[config.mk]
export PLATFORM = sky130hd
export DESIGN_NAME = json_stream_tokenizer_core
export DESIGN_NICKNAME = d
export VERILOG_FILES = /design/src/rtl/jst_pkg.sv /design/src/rtl/jst_stack.sv /design/src/rtl/jst_step.sv /design/src/rtl/json_stream_tokenizer_core.sv
export VERILOG_INCLUDE_DIRS = /design/src /design/src/rtl
export SDC_FILE = /design/constraint.sdc
export NUM_CORES = 1
export LEC_CHECK = 0
export ABC_CLOCK_PERIOD_IN_PS = 5100
export BUFFER_PORTS_ARGS = -buffer_cell sky130_fd_sc_hd__buf_2
export CORE_MARGIN = 2
export CORE_UTILIZATION = 56
export CTS_CLUSTER_SIZE = 24
export DETAILED_ROUTE_END_ITERATION = 7
export GPL_TIMING_DRIVEN = 0
export HOLD_SLACK_MARGIN = 0.08
export PLACE_DENSITY = 0.78
export SYNTH_ARGS = -nofsm -noshare
export SYNTH_HDL_FRONTEND = slang
export SYNTH_SLANG_ARGS = --single-unit
[constraint.sdc]
create_clock -name clk -period 5.1 [get_ports clk]
set_input_delay 0.51 -clock clk [delete_from_list [all_inputs] [get_ports clk]]
set_output_delay 0.51 -clock clk [all_outputs]
set_load 0.03 [all_outputs]
[src/rtl/assert_macros.svh]
// ----------------------------------------------------------------------------
// Assertion macros
// Shared concurrent assertion helpers for the tokenizer RTL.
// ----------------------------------------------------------------------------
`ifndef ASSERT_MACROS_SVH
`define ASSERT_MACROS_SVH

`ifndef ASSERT_OFF
`define ASSERT_ALWAYS(label, clk, rst_n, expr) \
  label: assert property (@(posedge clk) disable iff (!rst_n) (expr)) \
    else $error("assertion failed");
`define ASSERT_IMPLY(label, clk, rst_n, ante, cons) \
  label: assert property (@(posedge clk) disable iff (!rst_n) (ante) |-> (cons)) \
    else $error("assertion failed");
`define ASSERT_NEXT(label, clk, rst_n, ante, cons) \
  label: assert property (@(posedge clk) disable iff (!rst_n) (ante) |=> (cons)) \
    else $error("assertion failed");
`else
`define ASSERT_ALWAYS(label, clk, rst_n, expr)
`define ASSERT_IMPLY(label, clk, rst_n, ante, cons)
`define ASSERT_NEXT(label, clk, rst_n, ante, cons)
`endif

`endif

[src/rtl/jst_pkg.sv]
// ----------------------------------------------------------------------------
// JSON stream tokenizer package
// Types, codes and constant tables shared by the tokenizer modules.
// ----------------------------------------------------------------------------
`timescale 1ns / 1ps
`default_nettype none

package jst_pkg;

  localparam int DEFAULT_MAX_DEPTH = 32;
  localparam logic [5:0] DEPTH_LIMIT_RESET = 6'd32;

  typedef struct packed {
    logic [7:0] in_byte;
    logic       end_of_doc;
  } jst_in_t;

  typedef struct packed {
    logic [3:0]  event_res;
    logic [7:0]  data_byte;
    logic        number_done;
    logic [5:0]  nest_depth;
    logic [2:0]  error_code;
    logic [15:0] line_number;
    logic        doc_done;
    logic        unbalanced;
  } jst_out_t;

  typedef struct packed {
    logic [6:0]  expect_mask;
    logic [2:0]  mode;
    logic        in_obj;
    logic        in_key;
    logic        in_arr;
    logic [2:0]  lit_pos;
    logic        esc;
    logic [2:0]  err;
    logic [15:0] line;
  } jst_state_t;

  typedef struct packed {
    logic clear;
    logic push;
    logic pop;
    logic push_obj;
  } jst_stack_op_t;

  localparam logic [6:0] EX_ARR     = 7'h01;
  localparam logic [6:0] EX_OBJ     = 7'h02;
  localparam logic [6:0] EX_VAL     = 7'h04;
  localparam logic [6:0] EX_COMMA   = 7'h08;
  localparam logic [6:0] EX_COLON   = 7'h10;
  localparam logic [6:0] EX_ARR_END = 7'h20;
  localparam logic [6:0] EX_OBJ_END = 7'h40;

  localparam logic [2:0] M_IDLE  = 3'd0;
  localparam logic [2:0] M_STR   = 3'd1;
  localparam logic [2:0] M_KEY   = 3'd2;
  localparam logic [2:0] M_NUM   = 3'd3;
  localparam logic [2:0] M_TRUE  = 3'd4;
  localparam logic [2:0] M_FALSE = 3'd5;
  localparam logic [2:0] M_NULL  = 3'd6;

  localparam logic [3:0] EV_NONE    = 4'd0;
  localparam logic [3:0] EV_ARR_OPN = 4'd1;
  localparam logic [3:0] EV_ARR_CLS = 4'd2;
  localparam logic [3:0] EV_OBJ_OPN = 4'd3;
  localparam logic [3:0] EV_OBJ_CLS = 4'd4;
  localparam logic [3:0] EV_COMMA   = 4'd5;
  localparam logic [3:0] EV_COLON   = 4'd6;
  localparam logic [3:0] EV_KEYBYTE = 4'd7;
  localparam logic [3:0] EV_KEYEND  = 4'd8;
  localparam logic [3:0] EV_STRBYTE = 4'd9;
  localparam logic [3:0] EV_STREND  = 4'd10;
  localparam logic [3:0] EV_NUMBYTE = 4'd11;
  localparam logic [3:0] EV_TRUE    = 4'd12;

  localparam logic [2:0] ERR_NONE    = 3'd0;
  localparam logic [2:0] ERR_CHAR    = 3'd1;
  localparam logic [2:0] ERR_TOKEN   = 3'd2;
  localparam logic [2:0] ERR_LITERAL = 3'd3;
  localparam logic [2:0] ERR_ESCAPE  = 3'd4;
  localparam logic [2:0] ERR_SEP     = 3'd5;
  localparam logic [2:0] ERR_DEPTH   = 3'd6;

  localparam logic [7:0] CH_TAB   = 8'h09;
  localparam logic [7:0] CH_LF    = 8'h0A;
  localparam logic [7:0] CH_CR    = 8'h0D;
  localparam logic [7:0] CH_SPACE = 8'h20;
  localparam logic [7:0] CH_QUOTE = 8'h22;
  localparam logic [7:0] CH_COMMA = 8'h2C;
  localparam logic [7:0] CH_MINUS = 8'h2D;
  localparam logic [7:0] CH_SLASH = 8'h2F;
  localparam logic [7:0] CH_ZERO  = 8'h30;
  localparam logic [7:0] CH_NINE  = 8'h39;
  localparam logic [7:0] CH_COLON = 8'h3A;
  localparam logic [7:0] CH_LBRK  = 8'h5B;
  localparam logic [7:0] CH_BSL   = 8'h5C;
  localparam logic [7:0] CH_RBRK  = 8'h5D;
  localparam logic [7:0] CH_LC_B  = 8'h62;
  localparam logic [7:0] CH_LC_F  = 8'h66;
  localparam logic [7:0] CH_LC_N  = 8'h6E;
  localparam logic [7:0] CH_LC_R  = 8'h72;
  localparam logic [7:0] CH_LC_T  = 8'h74;
  localparam logic [7:0] CH_LBRC  = 8'h7B;
  localparam logic [7:0] CH_RBRC  = 8'h7D;

  function automatic logic [7:0] lit_char(input logic [1:0] which, input logic [2:0] pos);
    logic [7:0] ch;
    ch = 8'h00;
    case ({which, pos})
      5'b00_000: ch = "t";
      5'b00_001: ch = "r";
      5'b00_010: ch = "u";
      5'b00_011: ch = "e";
      5'b01_000: ch = "f";
      5'b01_001: ch = "a";
      5'b01_010: ch = "l";
      5'b01_011: ch = "s";
      5'b01_100: ch = "e";
      5'b10_000: ch = "n";
      5'b10_001: ch = "u";
      5'b10_010: ch = "l";
      5'b10_011: ch = "l";
      default:   ch = 8'h00;
    endcase
    return ch;
  endfunction

  function automatic logic [2:0] lit_len(input logic [1:0] which);
    return (which == 2'd1) ? 3'd5 : 3'd4;
  endfunction

endpackage

`default_nettype wire

[src/rtl/jst_stack.sv]
// ----------------------------------------------------------------------------
// Container stack
// Shift-register stack of array or object marks, top entry at position zero.
// ----------------------------------------------------------------------------
`timescale 1ns / 1ps
`default_nettype none

module jst_stack
  import jst_pkg::*;
#(
  parameter int MAX_DEPTH = DEFAULT_MAX_DEPTH
) (
  input  wire logic          clk,
  input  wire logic          rst_n,
  input  wire logic          en,
  input  wire jst_stack_op_t op,
  output logic               top_obj,
  output logic               below_obj
);

  logic [MAX_DEPTH-1:0] stk_r;
  logic [MAX_DEPTH-1:0] stk_nxt;

  always_comb begin
    stk_nxt = stk_r;
    if (op.clear) begin
      stk_nxt = '0;
    end else if (op.push) begin
      stk_nxt = {stk_r[MAX_DEPTH-2:0], op.push_obj};
    end else if (op.pop) begin
      stk_nxt = {1'b0, stk_r[MAX_DEPTH-1:1]};
    end
  end

  always_ff @(posedge clk) begin
    if (!rst_n) begin
      stk_r <= '0;
    end else if (en) begin
      stk_r <= stk_nxt;
    end
  end

  assign top_obj   = stk_r[0];
  assign below_obj = stk_r[1];

endmodule

`default_nettype wire

[src/rtl/jst_step.sv]
// ----------------------------------------------------------------------------
// Tokenizer step logic
// Next-state and token event for one document byte.
// ----------------------------------------------------------------------------
`timescale 1ns / 1ps
`default_nettype none

module jst_step
  import jst_pkg::*;
#(
  parameter int MAX_DEPTH = DEFAULT_MAX_DEPTH,
  parameter int LW = $clog2(MAX_DEPTH + 1)
) (
  input  wire jst_state_t    st,
  input  wire logic [LW-1:0] level,
  input  wire logic          top_obj,
  input  wire logic          below_obj,
  input  wire logic [5:0]    depth_limit,
  input  wire jst_in_t       word,
  output jst_state_t         st_nxt,
  output logic [LW-1:0]      level_nxt,
  output jst_stack_op_t      op,
  output jst_out_t           res
);

  localparam int CW = (LW > 6) ? LW : 6;
  localparam logic [CW-1:0] MAX_EXT = CW'(MAX_DEPTH);

  logic [CW-1:0] lim;

  always_comb begin
    lim = (CW'(depth_limit) > MAX_EXT) ? MAX_EXT : CW'(depth_limit);
  end

  always_comb begin
    logic [7:0] c;
    logic [7:0] d;
    logic [3:0] ev;
    logic [7:0] data;
    logic       nd;
    logic       do_idle;
    logic       key;
    logic       tob;
    logic       is_digit;
    logic       is_term;
    logic [1:0] which;
    logic [2:0] pos1;
    logic       obj;

    st_nxt    = st;
    level_nxt = level;
    op        = '0;
    ev        = EV_NONE;
    data      = 8'h00;
    nd        = 1'b0;
    do_idle   = 1'b0;
    d         = 8'h00;
    obj       = 1'b0;
    c         = word.end_of_doc ? CH_LF : word.in_byte;
    key       = (st.mode == M_KEY);
    tob       = (level != '0) && top_obj;
    is_digit  = (c >= CH_ZERO) && (c <= CH_NINE);
    is_term   = (c == CH_SPACE) || (c == CH_TAB) || (c == CH_LF) || (c == CH_CR) ||
                (c == CH_LBRK) || (c == CH_RBRK) || (c == CH_LBRC) || (c == CH_RBRC) ||
                (c == CH_COLON) || (c == CH_COMMA);
    which     = 2'(st.mode - M_TRUE);
    pos1      = st.lit_pos + 3'd1;

    if (st.err == ERR_NONE) begin
      if (st.mode == M_STR || st.mode == M_KEY) begin
        if (st.esc) begin
          case (c)
            CH_QUOTE, CH_BSL, CH_SLASH: d = c;
            CH_LC_B: d = 8'h08;
            CH_LC_F: d = 8'h0C;
            CH_LC_N: d = 8'h0A;
            CH_LC_R: d = 8'h0D;
            CH_LC_T: d = 8'h09;
            default: st_nxt.err = ERR_ESCAPE;
          endcase
          if (st_nxt.err == ERR_NONE) begin
            st_nxt.esc = 1'b0;
            ev   = key ? EV_KEYBYTE : EV_STRBYTE;
            data = d;
          end
        end else if (c == CH_BSL) begin
          st_nxt.esc = 1'b1;
        end else if (c == CH_QUOTE) begin
          st_nxt.mode = M_IDLE;
          ev = key ? EV_KEYEND : EV_STREND;
          if (st.in_key) begin
            st_nxt.expect_mask = EX_COLON;
            st_nxt.in_key = 1'b0;
          end else if (level == '0) begin
            st_nxt.expect_mask = '0;
          end else begin
            st_nxt.expect_mask = EX_COMMA | (tob ? EX_OBJ_END : EX_ARR_END);
          end
        end else begin
          ev   = key ? EV_KEYBYTE : EV_STRBYTE;
          data = c;
        end
      end else if (st.mode == M_NUM) begin
        if (is_digit) begin
          st_nxt.lit_pos = 3'd1;
          ev   = EV_NUMBYTE;
          data = c;
        end else if (is_term) begin
          if (st.lit_pos == 3'd0) begin
            st_nxt.err = ERR_CHAR;
          end else begin
            nd = 1'b1;
            st_nxt.mode = M_IDLE;
            st_nxt.lit_pos = 3'd0;
            if (st.in_key) begin
              st_nxt.expect_mask = EX_COLON;
              st_nxt.in_key = 1'b0;
            end else if (level == '0) begin
              st_nxt.expect_mask = '0;
            end else begin
              st_nxt.expect_mask = EX_COMMA | (tob ? EX_OBJ_END : EX_ARR_END);
            end
            do_idle = 1'b1;
          end
        end else begin
          st_nxt.err = ERR_CHAR;
        end
      end else if (st.mode >= M_TRUE && st.mode <= M_NULL) begin
        if (st.lit_pos >= lit_len(which) || lit_char(which, st.lit_pos) != c) begin
          st_nxt.err = ERR_LITERAL;
        end else begin
          st_nxt.lit_pos = pos1;
          if (pos1 == lit_len(which)) begin
            ev = EV_TRUE + {2'b00, which};
            st_nxt.mode = M_IDLE;
            st_nxt.lit_pos = 3'd0;
            if (st.in_key) begin
              st_nxt.expect_mask = EX_COLON;
              st_nxt.in_key = 1'b0;
            end else if (level == '0) begin
              st_nxt.expect_mask = '0;
            end else begin
              st_nxt.expect_mask = EX_COMMA | (tob ? EX_OBJ_END : EX_ARR_END);
            end
          end
        end
      end else begin
        do_idle = 1'b1;
      end

      if (do_idle) begin
        case (c)
          CH_SPACE, CH_TAB, CH_CR: begin
          end
          CH_LF: begin
            if (st.line != 16'hFFFF) begin
              st_nxt.line = st.line + 16'd1;
            end
          end
          CH_LBRK, CH_LBRC: begin
            obj = (c == CH_LBRC);
            if ((st_nxt.expect_mask & (obj ? EX_OBJ : EX_ARR)) == '0) begin
              st_nxt.err = ERR_TOKEN;
            end else if (CW'(level) >= lim) begin
              st_nxt.err = ERR_DEPTH;
            end else begin
              op.push     = 1'b1;
              op.push_obj = obj;
              level_nxt   = level + 1'b1;
              st_nxt.in_obj = obj;
              st_nxt.in_arr = !obj;
              st_nxt.in_key = obj;
              st_nxt.expect_mask = obj ? (EX_VAL | EX_OBJ_END) :
                                         (EX_VAL | EX_ARR | EX_OBJ | EX_ARR_END);
              ev = obj ? EV_OBJ_OPN : EV_ARR_OPN;
            end
          end
          CH_RBRK, CH_RBRC: begin
            obj = (c == CH_RBRC);
            if ((st_nxt.expect_mask & (obj ? EX_OBJ_END : EX_ARR_END)) == '0 ||
                level == '0) begin
              st_nxt.err = ERR_TOKEN;
            end else begin
              op.pop    = 1'b1;
              level_nxt = level - 1'b1;
              st_nxt.in_key = 1'b0;
              if (level == LW'(1)) begin
                st_nxt.in_obj = 1'b0;
                st_nxt.in_arr = 1'b0;
                st_nxt.expect_mask = '0;
              end else begin
                st_nxt.in_obj = below_obj;
                st_nxt.in_arr = !below_obj;
                st_nxt.expect_mask = EX_COMMA | (below_obj ? EX_OBJ_END : EX_ARR_END);
              end
              ev = obj ? EV_OBJ_CLS : EV_ARR_CLS;
            end
          end
          CH_COMMA: begin
            if (!st_nxt.in_arr && !st_nxt.in_obj) begin
              st_nxt.err = ERR_SEP;
            end else if ((st_nxt.expect_mask & EX_COMMA) == '0) begin
              st_nxt.err = ERR_TOKEN;
            end else begin
              if (st_nxt.in_arr) begin
                st_nxt.expect_mask = EX_VAL | EX_ARR | EX_OBJ;
              end else begin
                st_nxt.expect_mask = EX_VAL | EX_OBJ_END;
                st_nxt.in_key = 1'b1;
              end
              ev = EV_COMMA;
            end
          end
          CH_COLON: begin
            if ((st_nxt.expect_mask & EX_COLON) == '0) begin
              st_nxt.err = ERR_TOKEN;
            end else begin
              st_nxt.expect_mask = EX_VAL | EX_ARR | EX_OBJ;
              st_nxt.in_key = 1'b0;
              ev = EV_COLON;
            end
          end
          CH_QUOTE: begin
            if ((st_nxt.expect_mask & EX_VAL) == '0) begin
              st_nxt.err = ERR_TOKEN;
            end else begin
              st_nxt.mode = st_nxt.in_key ? M_KEY : M_STR;
              st_nxt.esc = 1'b0;
            end
          end
          CH_LC_T, CH_LC_F, CH_LC_N: begin
            if ((st_nxt.expect_mask & EX_VAL) == '0 || st_nxt.in_key) begin
              st_nxt.err = ERR_TOKEN;
            end else begin
              st_nxt.mode = (c == CH_LC_T) ? M_TRUE : ((c == CH_LC_F) ? M_FALSE : M_NULL);
              st_nxt.lit_pos = 3'd1;
            end
          end
          default: begin
            if (c == CH_MINUS || is_digit) begin
              if ((st_nxt.expect_mask & EX_VAL) == '0 || st_nxt.in_key) begin
                st_nxt.err = ERR_TOKEN;
              end else begin
                st_nxt.mode = M_NUM;
                st_nxt.lit_pos = (c == CH_MINUS) ? 3'd0 : 3'd1;
                ev   = EV_NUMBYTE;
                data = c;
              end
            end else begin
              st_nxt.err = ERR_CHAR;
            end
          end
        endcase
      end
    end

    if (st_nxt.err != ERR_NONE) begin
      ev   = EV_NONE;
      data = 8'h00;
    end

    res.event_res   = ev;
    res.data_byte   = data;
    res.number_done = nd;
    res.nest_depth  = 6'(level_nxt);
    res.error_code  = st_nxt.err;
    res.line_number = st_nxt.line;
    res.doc_done    = word.end_of_doc;
    res.unbalanced  = word.end_of_doc && (level_nxt != '0);

    if (word.end_of_doc) begin
      st_nxt = '{expect_mask: EX_ARR | EX_OBJ | EX_VAL, mode: M_IDLE, in_obj: 1'b0,
                 in_key: 1'b0, in_arr: 1'b0, lit_pos: 3'd0, esc: 1'b0,
                 err: ERR_NONE, line: 16'd1};
      level_nxt = '0;
      op.clear  = 1'b1;
    end
  end

endmodule

`default_nettype wire

[src/rtl/json_stream_tokenizer_core.sv]
// ----------------------------------------------------------------------------
// JSON stream tokenizer core
// Byte-wide JSON tokenizer and validator with a container stack.
// ----------------------------------------------------------------------------
// One document word enters per cycle while the output is not stalled, and
// yields one token word. A word is captured in the input register, decoded by
// the step logic against the tokenizer state and the top two stack entries once
// the output register is free, and its result is held in the output register;
// the sustained rate is one word per clock while out_ready stays high. The
// whole state, including the stack, is updated in the same cycle as the result
// is registered.
`timescale 1ns / 1ps
`default_nettype none
`include "assert_macros.svh"

module json_stream_tokenizer_core
  import jst_pkg::*;
#(
  parameter int MAX_DEPTH = DEFAULT_MAX_DEPTH
) (
  input  wire logic       clk,
  input  wire logic       rst_n,
  input  wire logic       in_valid,
  output logic            in_ready,
  input  wire jst_in_t    in_data,
  output logic            out_valid,
  input  wire logic       out_ready,
  output jst_out_t        out_data,
  input  wire logic       cfg_valid,
  output logic            cfg_ready,
  input  wire logic [5:0] cfg_data
);

  localparam int LW = $clog2(MAX_DEPTH + 1);

  logic          in_valid_r;
  jst_in_t       in_word_r;
  logic          out_valid_r;
  jst_out_t      out_word_r;
  logic [5:0]    depth_limit_r;
  jst_state_t    st_r;
  jst_state_t    st_nxt;
  logic [LW-1:0] level_r;
  logic [LW-1:0] level_nxt;
  jst_stack_op_t op;
  jst_out_t      res;
  logic          top_obj;
  logic          below_obj;
  logic          step;

  assign step      = in_valid_r && (!out_valid_r || out_ready);
  assign in_ready  = !in_valid_r || step;
  assign cfg_ready = 1'b1;
  assign out_valid = out_valid_r;
  assign out_data  = out_word_r;

  always_ff @(posedge clk) begin
    if (!rst_n) begin
      in_valid_r    <= 1'b0;
      out_valid_r   <= 1'b0;
      depth_limit_r <= DEPTH_LIMIT_RESET;
      level_r       <= '0;
      st_r          <= '{expect_mask: EX_ARR | EX_OBJ | EX_VAL, mode: M_IDLE,
                         in_obj: 1'b0, in_key: 1'b0, in_arr: 1'b0, lit_pos: 3'd0,
                         esc: 1'b0, err: ERR_NONE, line: 16'd1};
    end else begin
      if (in_ready) begin
        in_valid_r <= in_valid;
      end
      if (step) begin
        out_valid_r <= 1'b1;
        st_r        <= st_nxt;
        level_r     <= level_nxt;
      end else if (out_ready) begin
        out_valid_r <= 1'b0;
      end
      if (cfg_valid) begin
        depth_limit_r <= cfg_data;
      end
    end
  end

  always_ff @(posedge clk) begin
    if (in_valid && in_ready) begin
      in_word_r <= in_data;
    end
    if (step) begin
      out_word_r <= res;
    end
  end

  jst_stack #(
    .MAX_DEPTH (MAX_DEPTH)
  ) u_stack (
    .clk       (clk),
    .rst_n     (rst_n),
    .en        (step),
    .op        (op),
    .top_obj   (top_obj),
    .below_obj (below_obj)
  );

  jst_step #(
    .MAX_DEPTH (MAX_DEPTH),
    .LW        (LW)
  ) u_step (
    .st          (st_r),
    .level       (level_r),
    .top_obj     (top_obj),
    .below_obj   (below_obj),
    .depth_limit (depth_limit_r),
    .word        (in_word_r),
    .st_nxt      (st_nxt),
    .level_nxt   (level_nxt),
    .op          (op),
    .res         (res)
  );

  `ASSERT_ALWAYS(a_level_bound, clk, rst_n, level_r <= LW'(MAX_DEPTH))
  `ASSERT_NEXT(a_err_sticky, clk, rst_n, st_r.err != ERR_NONE && !(step && in_word_r.end_of_doc), st_r.err == $past(st_r.err))
  `ASSERT_IMPLY(a_err_no_event, clk, rst_n, out_valid_r && out_word_r.error_code != ERR_NONE, out_word_r.event_res == EV_NONE)
  `ASSERT_IMPLY(a_unbal_at_end, clk, rst_n, out_valid_r && out_word_r.unbalanced, out_word_r.doc_done)

endmodule

`default_nettype wire

Word level (Yosys, flattened, before mapping)

Memory sizes are Yosys's and may differ from the RTL's.
Cells that the tools add are included.

Add/sub/neg operators: 6
$lt $le $gt $ge: 7
Equal/unequal tests: 30
Mux-type cells: 179
Bitwise gates (word level): 4
Reductions and logical operators: 61

Operator list:

| cell                                                            | number |
|---|---|
| 3-bit 2-to-1 mux                                                | 43 |
| 8-bit 2-to-1 mux                                                | 16 |
| 10-bit 2-to-1 mux                                               | 12 |
| 36-bit 2-to-1 mux                                               | 3 |
| 7-bit 2-to-1 mux                                                | 14 |
| 32-bit 2-to-1 mux                                               | 3 |
| 8-bit by 7-bit == test with 1-bit output, second input constant | 10 |
| 4-bit 2-to-1 mux                                                | 20 |
| 8-bit by 6-bit == test with 1-bit output, second input constant | 6 |
| 8-bit one-hot mux with 6 select lines                           | 1 |
| 1-bit 2-to-1 mux                                                | 44 |
| 6-bit 2-to-1 mux                                                | 7 |
| 7-bit zero test                                                 | 5 |
| 16-bit 2-to-1 mux                                               | 2 |
| 7-bit one-hot mux with 4 select lines                           | 1 |
| 8-bit by 4-bit == test with 1-bit output, second input constant | 3 |
| 3-bit one-hot mux with 7 select lines                           | 1 |
| 4-bit one-hot mux with 5 select lines                           | 1 |
| 16-bit by 1-bit adder with 16-bit output, second input constant | 1 |
| 1-bit logical OR                                                | 16 |
| 16-bit inequality test, second input constant                   | 1 |
| 8-bit OR reduction                                              | 2 |
| 7-bit AND                                                       | 2 |
| 14-bit OR reduction                                             | 1 |
| other kinds (40)                                                | 72 |

Bits in registers: 131
ROM bits: 224
Input port bits: 20
Output and inout bits: 43
Logic and storage cells: 312
Memories: 1

Memory list:

| memory           | words | bits a word | rd ports | clocked after memory_dff | write ports | line           | RTL |
|---|---|---|---|---|---|---|---|
| (name not given) | 32    | 7           | 1        | 0                        | 0           | jst_pkg.sv:111 | `case ({which, pos})` |

Logic depth before layout (Yosys ltp)

Gate-level depths: netlist of run 1.

Depth after elaboration: 26
Mapped depth: 16
Mapped depth without buffers: 15

Cells and area by module

A second synthesis of run 1 with hierarchy kept.

Cells, all modules: 1054
Area total of the unflattened synthesis: 9182.6 um2

Modules (own cells, without submodules):

| module                     | instances | cells an instance | area an instance (um2) | seq. area each (um2) |
|---|---|---|---|---|
| jst_step                   | 1         | 643               | 3972.6                 | 0.0 |
| json_stream_tokenizer_core | 1         | 263               | 3464.6                 | 2472.4 |
| jst_stack                  | 1         | 148               | 1745.4                 | 640.6 |

Least setup slack after synthesis of run 1

OpenSTA, ideal clock, no wires.

Kind: reg-to-reg
Start point: register st_r[27] in the netlist's numbering
End point: register out_word_r (netlist bit out_data[31]) (data pin)
Library setup time: 0.141 ns
Arrival: 3.810 ns
Data required time: 4.959 ns
Path slack: 1.149 ns
Stages on the path, launching flop included: 15
Path buffers: 1
Period minus slack after synthesis: 3.951 ns
Cell sequence: dfxtp_1 -> nand2b_1 -> inv_1 -> ha_1 -> nor2_1 -> nand2_1 -> a221o_1 -> or4_4 -> a311oi_2 -> a211oi_2 -> or3_1 -> o32a_4 -> or4_4 -> buf_6 -> a21oi_2

RTL lines:

| element                  | line                             | RTL |
|---|---|---|
| start: declaration       | json_stream_tokenizer_core.sv:41 | `jst_state_t st_r;` |
| start signal: assignment | json_stream_tokenizer_core.sv:63 | `st_r <= '{expect_mask: EX_ARR \| EX_OBJ \| EX_VAL, mode: M_IDLE,` |
| start signal: assignment | json_stream_tokenizer_core.sv:72 | `st_r <= st_nxt;` |
| end signal: assignment   | json_stream_tokenizer_core.sv:88 | `out_word_r <= res;` |
| end: declaration         | json_stream_tokenizer_core.sv:39 | `jst_out_t out_word_r;` |

Worst setup path after layout of run 1

Start point: register st_r[27] in the netlist's numbering
End point: register u_stack.stk_r[31]

Longest elaborated chain between the ends: 22
Elaborated cells between the ends (all ways): 44
Classes of those cells: add/sub (1); order compare (3); eq/ne (6); mux (23); bitwise (2); reduce/logical (8); memory (1)

Ends and longest elaborated chain:

| element                                     | line            | RTL |
|---|---|---|
| 2-bit by 1-bit subtractor with 2-bit output | jst_step.sv:66  | `which = 2'(st.mode - M_TRUE);` |
| memory read 32 x 7 bit                      | -               |  |
| 8-bit 2-to-1 mux                            | jst_step.sv:128 | `end else if (st.mode >= M_TRUE && st.mode <= M_NULL) begin` |
| 8-bit 2-to-1 mux                            | jst_step.sv:103 | `end else if (st.mode == M_NUM) begin` |
| 8-bit 2-to-1 mux                            | jst_step.sv:70  | `if (st.mode == M_STR \|\| st.mode == M_KEY) begin` |
| 8-bit 2-to-1 mux                            | jst_step.sv:69  | `if (st.err == ERR_NONE) begin` |
| 8-bit inequality test                       | jst_step.sv:129 | `if (st.lit_pos >= lit_len(which) \|\| lit_char(which, st.lit_pos) != c) begin` |
| 1-bit logical OR                            | jst_step.sv:129 |  |
| (+6 left out)                               | -               |  |
| 7-bit zero test                             | jst_step.sv:180 | `if ((st_nxt.expect_mask & (obj ? EX_OBJ_END : EX_ARR_END)) == '0 \|\|` |
| 1-bit logical OR                            | jst_step.sv:180 |  |
| 1-bit 2-to-1 mux                            | jst_step.sv:180 |  |
| 1-bit 2-to-1 mux                            | jst_step.sv:152 | `case (c)` |
| 3-bit 2-to-1 mux *                          | jst_step.sv:151 | `if (do_idle) begin` |
| 3-bit 2-to-1 mux *                          | jst_step.sv:69  |  |
| 3-bit nonzero test (no source line)         | -               |  |
| 2-bit AND reduction (no source line)        | -               |  |
| end signal: assignment                      | jst_stack.sv:39 | `stk_r <= stk_nxt;` |
| end: declaration                            | jst_stack.sv:21 | `logic [MAX_DEPTH-1:0] stk_r;` |

Mark *: on every way between the ends. The rest lies on a longest branch, timed or not. The select of a mux whose other input is x is not followed.
A chain may end at the register's enable or synchronous reset.

==> impl_metrics.py, run 1 <==
metrics = {
    "clock_network": {
        "cts.sinks": 137,
        "clk_latency_ns": 0.43,
        "cts_setup_buffers": 0,
        "htree_levels": 4,
        "clockBufferDepth": 2,
        "cts_tree": "done",
        "clk_pin_slew_ns": 0.06,
        "cts_buffers": 17,
        "cts_root_buffer": "clkbuf_16",
    },
    "placement": {
        "place.gp.congestion": 1.01,
        "hpwl_um": 17400,
        "place_ws_ns": 0.113,
        "numPortBuffers": 59,
    },
    "floorplanning": {
        "core_mm2": 0.0144,
        "die_w_um": 125,
        "initial_utilization_pct": 57.0,
        "die-area_mm2": 0.0157,
        "die_h_um": 125,
        "io_pins": 63,
        "num_rows": 44,
    },
    "flow_run": {
        "drv_cap": 0,
    },
    "detailed_routing": {
        "drc": 0,
        "first_pass_iters": 7,
        "wl_per_cell_um": 19.8,
        "drt_iter0_drc": 872,
        "ant_nets": 0,
        "routed.top_layer": "met4",
        "met1_length_um": 10400,
        "vias": 7889,
        "met2_length_um": 10800,
        "vias_per_cell": 6.49,
        "met3WireLength_um": 2220,
        "wl_um": 24000,
    },
    "logic_synthesis": {
        "async_flop_share_pct": 0,
        "synth_edf_count": 49,
        "syn_area_mm2": 0.00822,
        "synth_commonest_cells": "nor2_1, dfxtp_1, nand2_1",
        "synth.net_count": 976,
        "synth_area_leader_cell": "dfxtp_1",
        "ys_warn_count": 0,
        "synth_top_area_share_pct": 21.4,
        "postSynthAreaPerCell_um2": 8.75,
        "synth_most_common_cell": "nor2_1",
        "synth_top_cells_by_area": "dfxtp_1, edfxtp_1, mux2i_1",
        "ys_seq_area_share_pct": 39.4,
        "ys_ff_latch": 137,
        "synth_flop_cell": "dfxtp_1",
        "yosysUniqueCellTypes": 91,
        "syn-instance-count": 939,
    },
    "pwr": {
        "cellLeakagePower_nw": 3.33,
        "ir_drop_v": 0.000205,
        "swShare_pct": 27.5,
        "sequentialPowerShare_pct": 44.4,
        "cell_internal_pwr_mw": 1.91,
        "powerDensity_mw_per_mm2": 282,
        "pwr-share-comb_pct": 9.9,
        "netSwitchingPower_mw": 0.723,
        "clock_power_share_pct": 45.7,
    },
    "worst_setup_path": {
        "cp.arrival_ns": 5.19,
        "path_max_fanout": 10,
        "critical_path_class": "reg -> reg",
        "cp-start-kind": "register",
        "worstPathRequired_ns": 5.45,
        "crit_path_end_kind": "register",
    },
    "sta": {
        "tns_ns": 0,
        "skew_ns": 0.00821,
        "hold_viol": 0,
        "fin_crit_ns": 4.84,
        "setup_slack_ns": 0.260,
        "min_period_over_period_pct": 94.9,
        "rsz0062_at_grt": "no",
        "drv_slew": 0,
        "slew_headroom_pct": 31.7,
        "worst_pin_slew_ns": 1.02,
        "fmax_ghz": 0.207,
        "setup_violations": 0,
        "whs_ns": 0.251,
    },
    "final_layout": {
        "area_growth_pct": 13.8,
        "antenna_cells": 0,
        "fin_nets": 1055,
        "drive_gt1_share_pct": 14.9,
    },
    "global_routing": {
        "grt_max_degree": 42,
        "grt_pass1_vias": 7238,
        "grt_util_all_layers_pct": 30.6,
        "antenna_found_initial": 0,
        "overflow": 0,
        "grt_pass1_wl_um": 38600,
    },
    "hold_path": {
        "min_path_type": "in -> reg",
    },
    "status": {
        "outcome": "completed",
    },
}
==> cell usage in the layout, fill, tap and decap left out, drive strengths merged, types with 20 or more instances in the layout <==
cell type and instances:
nand3 27, a21oi 78, nor3 20, or3 26
nand2 88, clkbuf 56, nor2 100, o21ai 36
dfxtp 88, mux2i 39, buf 79, edfxtp 49
inv 30
==> layer usage <==
layer  vias up  global-route usage, %
li1       3665                      -
met1      3757                   42.9
met2       415                   47.2
met3        52                   6.29
met4         0                   11.1
met5         -                      0
==> worst max-delay path, stage by stage (launching register included) <==
cell and delay (ns):
dfxtp_1 0.55, nand2b_1 0.22, inv_1 0.07, ha_1 0.30, nor2_1 0.09, nand2_1 0.07, a221o_1 0.44, nor4_2 0.58
o31ai_1 0.26, a211oi_2 0.50, nor3b_2 0.18, o21ai_1 0.31, buf_2 0.26, clkbuf_1 0.38, buf_2 0.32, nand2_1 0.10
a21oi_1 0.13
==> flip-flops by register name, indices dropped and copies added (netlist names), named ones only <==
signal / count
depth_limit_r: 6
out_valid: 1
out_data: 40
in_word_r: 9
level_r: 6
in_valid_r: 1
st_r: 36
u_stack.stk_r: 32
==> cell type report <==
type / count / area [µm²]
multi-input combinational: 722 / 4640
fill: 1251 / 5080
clock inverter: 13 / 106
inverter: 24 / 90.1
tap: 184 / 230
sequential: 137 / 3230
clock buffer: 19 / 464
timing repair buffer: 60 / 315
buffer: 56 / 263
==> power by group through the flow <==
| stage | Combinational (mW) | Sequential, mW | Clock, mW |
|---|---|---|---|
| finish | 0.260 | 1.17 | 1.20 |
| global route | 0.280 | 1.17 | 1.25 |
| CTS | 0.256 | 1.17 | 1.20 |
| detailed placement | 0.253 | 1.19 | 0 |
| global placement | 0.249 | 1.19 | 0 |
| floorplan | 0.145 | 1.22 | 0 |
==> repair_timing <==
action | 4_1_cts | 5_1_grt
hold buffers | 0 | 0
hold endpoints to repair | 0 | 0
resized for setup | 0 | 2
endpoints found under the setup margin | 0 | 20
==> worst paths after layout <==
path / start / endpoint / slack [ns] / cells past startpoint
setup / recovery: st_r[27] / u_stack.stk_r[31] / 0.26 / 16
hold reg to reg: u_stack.stk_r[20] / u_stack.stk_r[20] / 0.47 / 2
hold / removal: in_data[1] / in_word_r[1] / 0.25 / 1
setup reg to reg: st_r[27] / u_stack.stk_r[31] / 0.26 / 16
==> cells by family (layout without fill, tap and decap cells) <==
kind of cell             after synthesis  after routing  share of synthesized area [%]
AND/OR/NAND/NOR                      379            379                           23.9
XOR/XNOR                              22             22                           2.35
buffers and inverters                 80            172                           4.28
AO/OA/AOI/OAI                        259            259                           22.0
multiplexers                          44             44                           5.44
other                                  1              1                         0.0456
adder cells (fa/ha/maj)               17             17                           2.59
flip-flops                           137            137                           39.4
==> stage by stage <==
stage,instance area (µm²),std cells,power (mW),util [%]
after global routing,9350,1215,2.70,64.8
after floorplan,8220,939,1.37,-
final,9350,1215,2.63,64.8
after detailed placement,8760,1183,1.45,60.7
after global placement,8740,1182,1.44,60.6
after CTS,9330,1215,2.63,64.7
(Power assumes the default switching activity.)
==> run 2: changes to the inputs <==
Settings changed: SYNTH_HIERARCHICAL set to 1.
==> impl_metrics.py, run 2 <==
metrics = {
    "status": {
        "outcome": "completed",
    },
    "final_layout": {
        "largest_reg_flops": 40,
        "drive_gt1_share_pct": 17.8,
        "antenna_cells": 0,
        "final_cell_mix": "nand2_1, mux2i_1, dfxtp_1, buf_2, nor2_1",
        "final_common_cell": "nand2_1",
        "area_growth_pct": 12.4,
        "fin_nets": 1171,
    },
    "global_routing": {
        "grt_util_all_layers_pct": 30.4,
        "grt_pass1_vias": 7923,
        "gr-usage-met1_pct": 41.9,
        "antenna_found_initial": 0,
        "grt_use_met3_pct": 6.38,
        "grt_pass1_wl_um": 42500,
        "overflow": 0,
        "grt_busiest_layer": "met2",
        "grt_max_degree": 52,
        "grtUsageMet2_pct": 47.7,
    },
    "detailed_routing": {
        "wl_per_cell_um": 19.5,
        "wl_um": 26600,
        "vias": 8539,
        "first_pass_iters": 5,
        "ant_nets": 0,
        "drc": 0,
        "drt_iter0_drc": 877,
        "vias_per_cell": 6.27,
    },
    "floorplanning": {
        "io_pins": 63,
        "core_mm2": 0.0159,
        "num_rows": 46,
        "die_w_um": 132,
        "die-area_mm2": 0.0174,
        "die_h_um": 132,
        "initial_utilization_pct": 57.6,
    },
    "logic_synthesis": {
        "synth_edf_count": 49,
        "syn-instance-count": 1054,
        "ys_ff_latch": 131,
        "yosysUniqueCellTypes": 100,
        "synth_flop_cell": "dfxtp_1",
        "syn_area_mm2": 0.00918,
        "synth_top_area_share_pct": 17.9,
        "ys_seq_area_share_pct": 33.9,
        "synth_top_cells_by_area": "dfxtp_1, edfxtp_1, mux2i_1",
        "synth.net_count": 1093,
        "postSynthAreaPerCell_um2": 8.71,
        "async_flop_share_pct": 0,
        "synth_area_leader_cell": "dfxtp_1",
        "synth_most_common_cell": "nand2_1",
        "synth_commonest_cells": "nand2_1, dfxtp_1, mux2i_1",
        "ys_warn_count": 6,
    },
    "sta": {
        "setup_violations": 0,
        "fmax_ghz": 0.216,
        "min_period_over_period_pct": 90.7,
        "drv_slew": 0,
        "rsz0062_at_grt": "no",
        "setup_slack_ns": 0.474,
        "worst_pin_slew_ns": 1.17,
        "hold_viol": 0,
        "tns_ns": 0,
        "fin_crit_ns": 4.63,
        "skew_ns": 0.0130,
        "slew_headroom_pct": 21.3,
    },
    "placement": {
        "place_ws_ns": 0.670,
        "place.gp.congestion": 1.04,
        "numPortBuffers": 59,
        "hpwl_um": 19500,
    },
    "clock_network": {
        "cts_setup_buffers": 0,
        "htree_levels": 4,
        "clk_latency_ns": 0.43,
        "clk_pin_slew_ns": 0.06,
        "cts_resized": 0,
        "cts.sinks": 131,
        "clockBufferDepth": 2,
        "cts_tree": "done",
        "cts_root_buffer": "clkbuf_16",
        "holdBufCountCts": 0,
        "cts_buffers": 17,
    },
    "worst_setup_path": {
        "critical_path_class": "reg -> reg",
        "path_buf_inv": 3,
        "critPathTopFamily": "compound AO/OA/AOI/OAI gates",
        "crit_slowest_cell": "dfxtp_1",
        "critPathMostFrequentCell": "inv_1",
        "cp-start-kind": "register",
        "cp_slowest_stage_delay_ns": 0.61,
        "crit_chain": "inv_1, ha_1, nand2b_1, a32oi_1, xnor2_1, a2111oi_4, o311a_2, a21oi_1, a211oi_1, and2_1, clkbuf_1, o311ai_1, o211a_1, o221ai_1, inv_1, o311ai_0",
        "path_max_fanout": 11,
        "worstPathRequired_ns": 5.41,
        "crit_path_end_kind": "register",
        "cp.arrival_ns": 4.94,
    },
    "pwr": {
        "powerDensity_mw_per_mm2": 247,
        "ir_drop_v": 0.000254,
        "cellLeakagePower_nw": 3.71,
    },
    "flow_run": {
        "drv_cap": 0,
    },
    "hold_path": {
        "min_path_type": "in -> reg",
    },
}
==> run 2: final timing paths <==
path         startpoint      endpoint  slack (ns)  cells past startpoint
min reg2reg    st_r[12]      st_r[12]        0.46                      2
max            st_r[20]      st_r[30]        0.47                     16
min          in_data[7]  in_word_r[7]        0.25                      1
max reg2reg    st_r[20]      st_r[30]        0.47                     16
==> run 2: worst reg2reg max path: cells and delay by family (launching register included) <==
family	cells	cell delay, ns
AOI/OAI and AO/OA	9	2.54
DFF	1	0.61
buffers and inverters	3	0.55
and+or+nand+nor	2	0.37
adders and majority gates	1	0.29
xor gates and xnor gates	1	0.16
==> run 2: report_power, final <==
part	internal, mW	total (mW)	leakage [nW]	switching [mW]
clock	0.682	1.16	0.277	0.480
sequential	1.11	1.12	1.14	0.0123
combinational	0.0832	0.270	2.29	0.187
total	1.87	2.55	3.71	0.679
==> run 2: metrics by stage <==
step / instances / instance area [µm²] / power [mW] / util, % / hold slack, ns
finish: 1361 / 10300 / 2.55 / 64.7 / 0.254
global route: 1361 / 10300 / 2.64 / 64.7 / 0.245
CTS: 1361 / 10300 / 2.57 / 64.7 / 0.245
detailed placement: 1329 / 9750 / 1.41 / 61.1 / 0.454
global placement: 1329 / 9750 / 1.41 / 61.1 / 0.444
floorplan: 1054 / 9180 / 1.33 / - / 0.431
==> run 2: kinds of logic (layout without fill, tap and decap cells) <==
kind of cell             count (synthesis)  count (layout)  share of synthesized area (%)
AO/OA/AOI/OAI                          255             255                           23.0
multiplexers                            84              84                           9.18
AND/OR/NAND/NOR                        441             441                           23.8
XOR/XNOR                                16              16                           1.53
buffers and inverters                  107             198                           5.91
flip-flops                             131             131                           33.9
other                                    1               1                         0.0408
adder cells (fa/ha/maj)                 19              19                           2.59
==> run 2: cell type report <==
class	count	area, µm²
plain buffers	71	408
inverters	36	135
multi-input cells	816	5530
repair buffers	59	295
fillers	1365	5620
clock inverters	12	93.8
flip-flops and latches	131	3110
well taps	216	270
clock buffers	20	478
==> run 2: routing by layer <==
metal / routed length, µm / vias up
li1: - / 4032
met1: 11400 / 4048
met2: 12100 / 415
met3: 2480 / 44
met4: 593 / 0
met5: 0 / -
==> run 3: changes to the inputs <==
Settings changed: CORE_ASPECT_RATIO set to 0.75, MAX_ROUTING_LAYER set to met4, SETUP_SLACK_MARGIN set to 0.1.
==> impl_metrics.py, run 3 (synthesis results as in run 2) <==
metrics = {
    "status": {
        "outcome": "completed",
    },
    "placement": {
        "hpwl_um": 20000,
        "place.gp.congestion": 1.02,
        "numPortBuffers": 59,
        "placed_cell_area_mm2": 0.00974,
    },
    "detailed_routing": {
        "vias_per_cell": 6.47,
        "vias": 8770,
        "wl_per_cell_um": 20.2,
        "wl_um": 27400,
        "ant_nets": 0,
        "first_pass_iters": 6,
        "drt_iter0_drc": 1249,
        "drc": 0,
    },
    "final_layout": {
        "final_util_pct": 64.5,
        "final_cell_mix": "nand2_1, mux2i_1, dfxtp_1, buf_2, nor2_1",
        "antenna_cells": 0,
        "largest_reg_flops": 40,
        "fillers": 1399,
        "drive_gt1_share_pct": 17.7,
        "fin_nets": 1171,
        "postLayoutCellArea_mm2": 0.0103,
        "area_growth_pct": 12.4,
        "final_common_cell": "nand2_1",
        "seq_area_mm2": 0.00311,
        "multi_input_area_mm2": 0.00553,
    },
    "worst_setup_path": {
        "r2r_start": "in_word_r[8]",
        "crit_path_start": "in_word_r[8]",
        "cp.arrival_ns": 5.14,
        "worstPathRequired_ns": 5.42,
        "critical_path_class": "reg -> reg",
        "cp-start-kind": "register",
        "crit_path_end_kind": "register",
        "regToRegSetupSlack_ns": 0.28,
        "path_max_fanout": 10,
        "reg2reg_to": "st_r[30]",
        "ff2ff_path_depth": 14,
    },
    "floorplanning": {
        "die-area_mm2": 0.0174,
        "die_h_um": 115,
        "io_pins": 63,
        "initial_utilization_pct": 57.3,
        "core_mm2": 0.0160,
        "num_rows": 40,
        "die_w_um": 152,
    },
    "global_routing": {
        "grt_max_degree": 52,
        "overflow": 0,
        "antenna_found_initial": 0,
        "grt_pass1_wl_um": 43100,
        "grt_util_all_layers_pct": 32.1,
        "grt_pass1_vias": 7864,
    },
    "sta": {
        "slew_headroom_pct": 12.5,
        "fin_crit_ns": 4.82,
        "whs_ns": 0.260,
        "hold_viol": 0,
        "min_period_over_period_pct": 94.5,
        "tns_ns": 0,
        "worst_pin_slew_ns": 1.30,
        "skew_ns": 0.00983,
        "setup_violations": 0,
        "fmax_ghz": 0.207,
        "drv_slew": 0,
        "rsz0062_at_grt": "no",
    },
    "hold_path": {
        "min_from": "in_data[0]",
        "min_path_type": "in -> reg",
        "hold-path-endpoint": "in_word_r[0]",
        "whs_path_depth": 1,
    },
    "pwr": {
        "sequentialPowerShare_pct": 43.1,
        "powerDensity_mw_per_mm2": 252,
        "pwr-share-comb_pct": 10.7,
        "cellLeakagePower_nw": 3.72,
        "netSwitchingPower_mw": 0.682,
        "ir_drop_v": 0.000200,
        "swShare_pct": 26.2,
        "cell_internal_pwr_mw": 1.92,
        "clock_power_share_pct": 46.3,
    },
    "clock_network": {
        "cts_setup_buffers": 0,
        "holdBufCountCts": 0,
        "cts.sinks": 131,
        "clk_pin_slew_ns": 0.06,
        "htree_levels": 4,
        "cts_resized": 0,
        "clk_latency_ns": 0.42,
        "cts_tree": "done",
        "clockBufferDepth": 2,
        "cts_root_buffer": "clkbuf_16",
        "cts_buffers": 17,
    },
    "flow_run": {
        "drv_cap": 0,
    },
}
## run 3: layout make-up
cell class	count	share of cell area, %
plain buffers	71	3.95
clock buffers	22	4.70
clock inverters	10	0.945
inverters	36	1.31
multi-input cells	816	53.5
flip-flops and latches	131	30.2
well taps	210	2.55
repair buffers	59	2.86
## run 3: routing by layer
metal	share of wire, %	up-vias	routed length (µm)	GRT usage, %
met5	0	-	0	-
met4	2.8	0	767	10.9
met3	12	69	3280	8.07
met2	40	552	10900	43.5
met1	45	4135	12400	46.1
li1	-	4014	-	-
## run 3: worst max-delay path: stages, from the launching register on
cell and delay, ns:
edfxtp_1 0.39, clkbuf_1 0.25, nor4b_1 0.79, nand2_1 0.14
o311ai_2 0.71, o211ai_4 0.21, a21boi_2 0.26, clkbuf_1 0.31
and4_1 0.39, nor3_1 0.45, nor3_1 0.13, o211a_1 0.17
o221ai_1 0.15, inv_1 0.06, o311ai_0 0.28
## run 3: worst max-delay path by stage
stage / endpoint / cells past startpoint
floorplan: st_r[30] / 16
global placement: st_r[30] / 16
CTS: st_r[30] / 14
global route: st_r[31] / 15
detailed placement: st_r[30] / 14
finish: st_r[30] / 14
## run 3: power groups by stage
stage	combinational [mW]	sequential, mW	clock, mW
global route	0.294	1.12	1.27
detailed placement	0.268	1.14	0
CTS	0.270	1.12	1.22
finish	0.277	1.12	1.20
global placement	0.265	1.14	0
floorplan	0.165	1.17	0
## run 3: through the flow
step                      total power [mW]  std cells  setup WS [ns]
after global placement                1.41       1323          0.598
final                                 2.60       1355          0.280
after floorplan                       1.33       1054           1.48
after global routing                  2.69       1355          0.111
after detailed placement              1.41       1323          0.577
after CTS                             2.61       1355          0.545
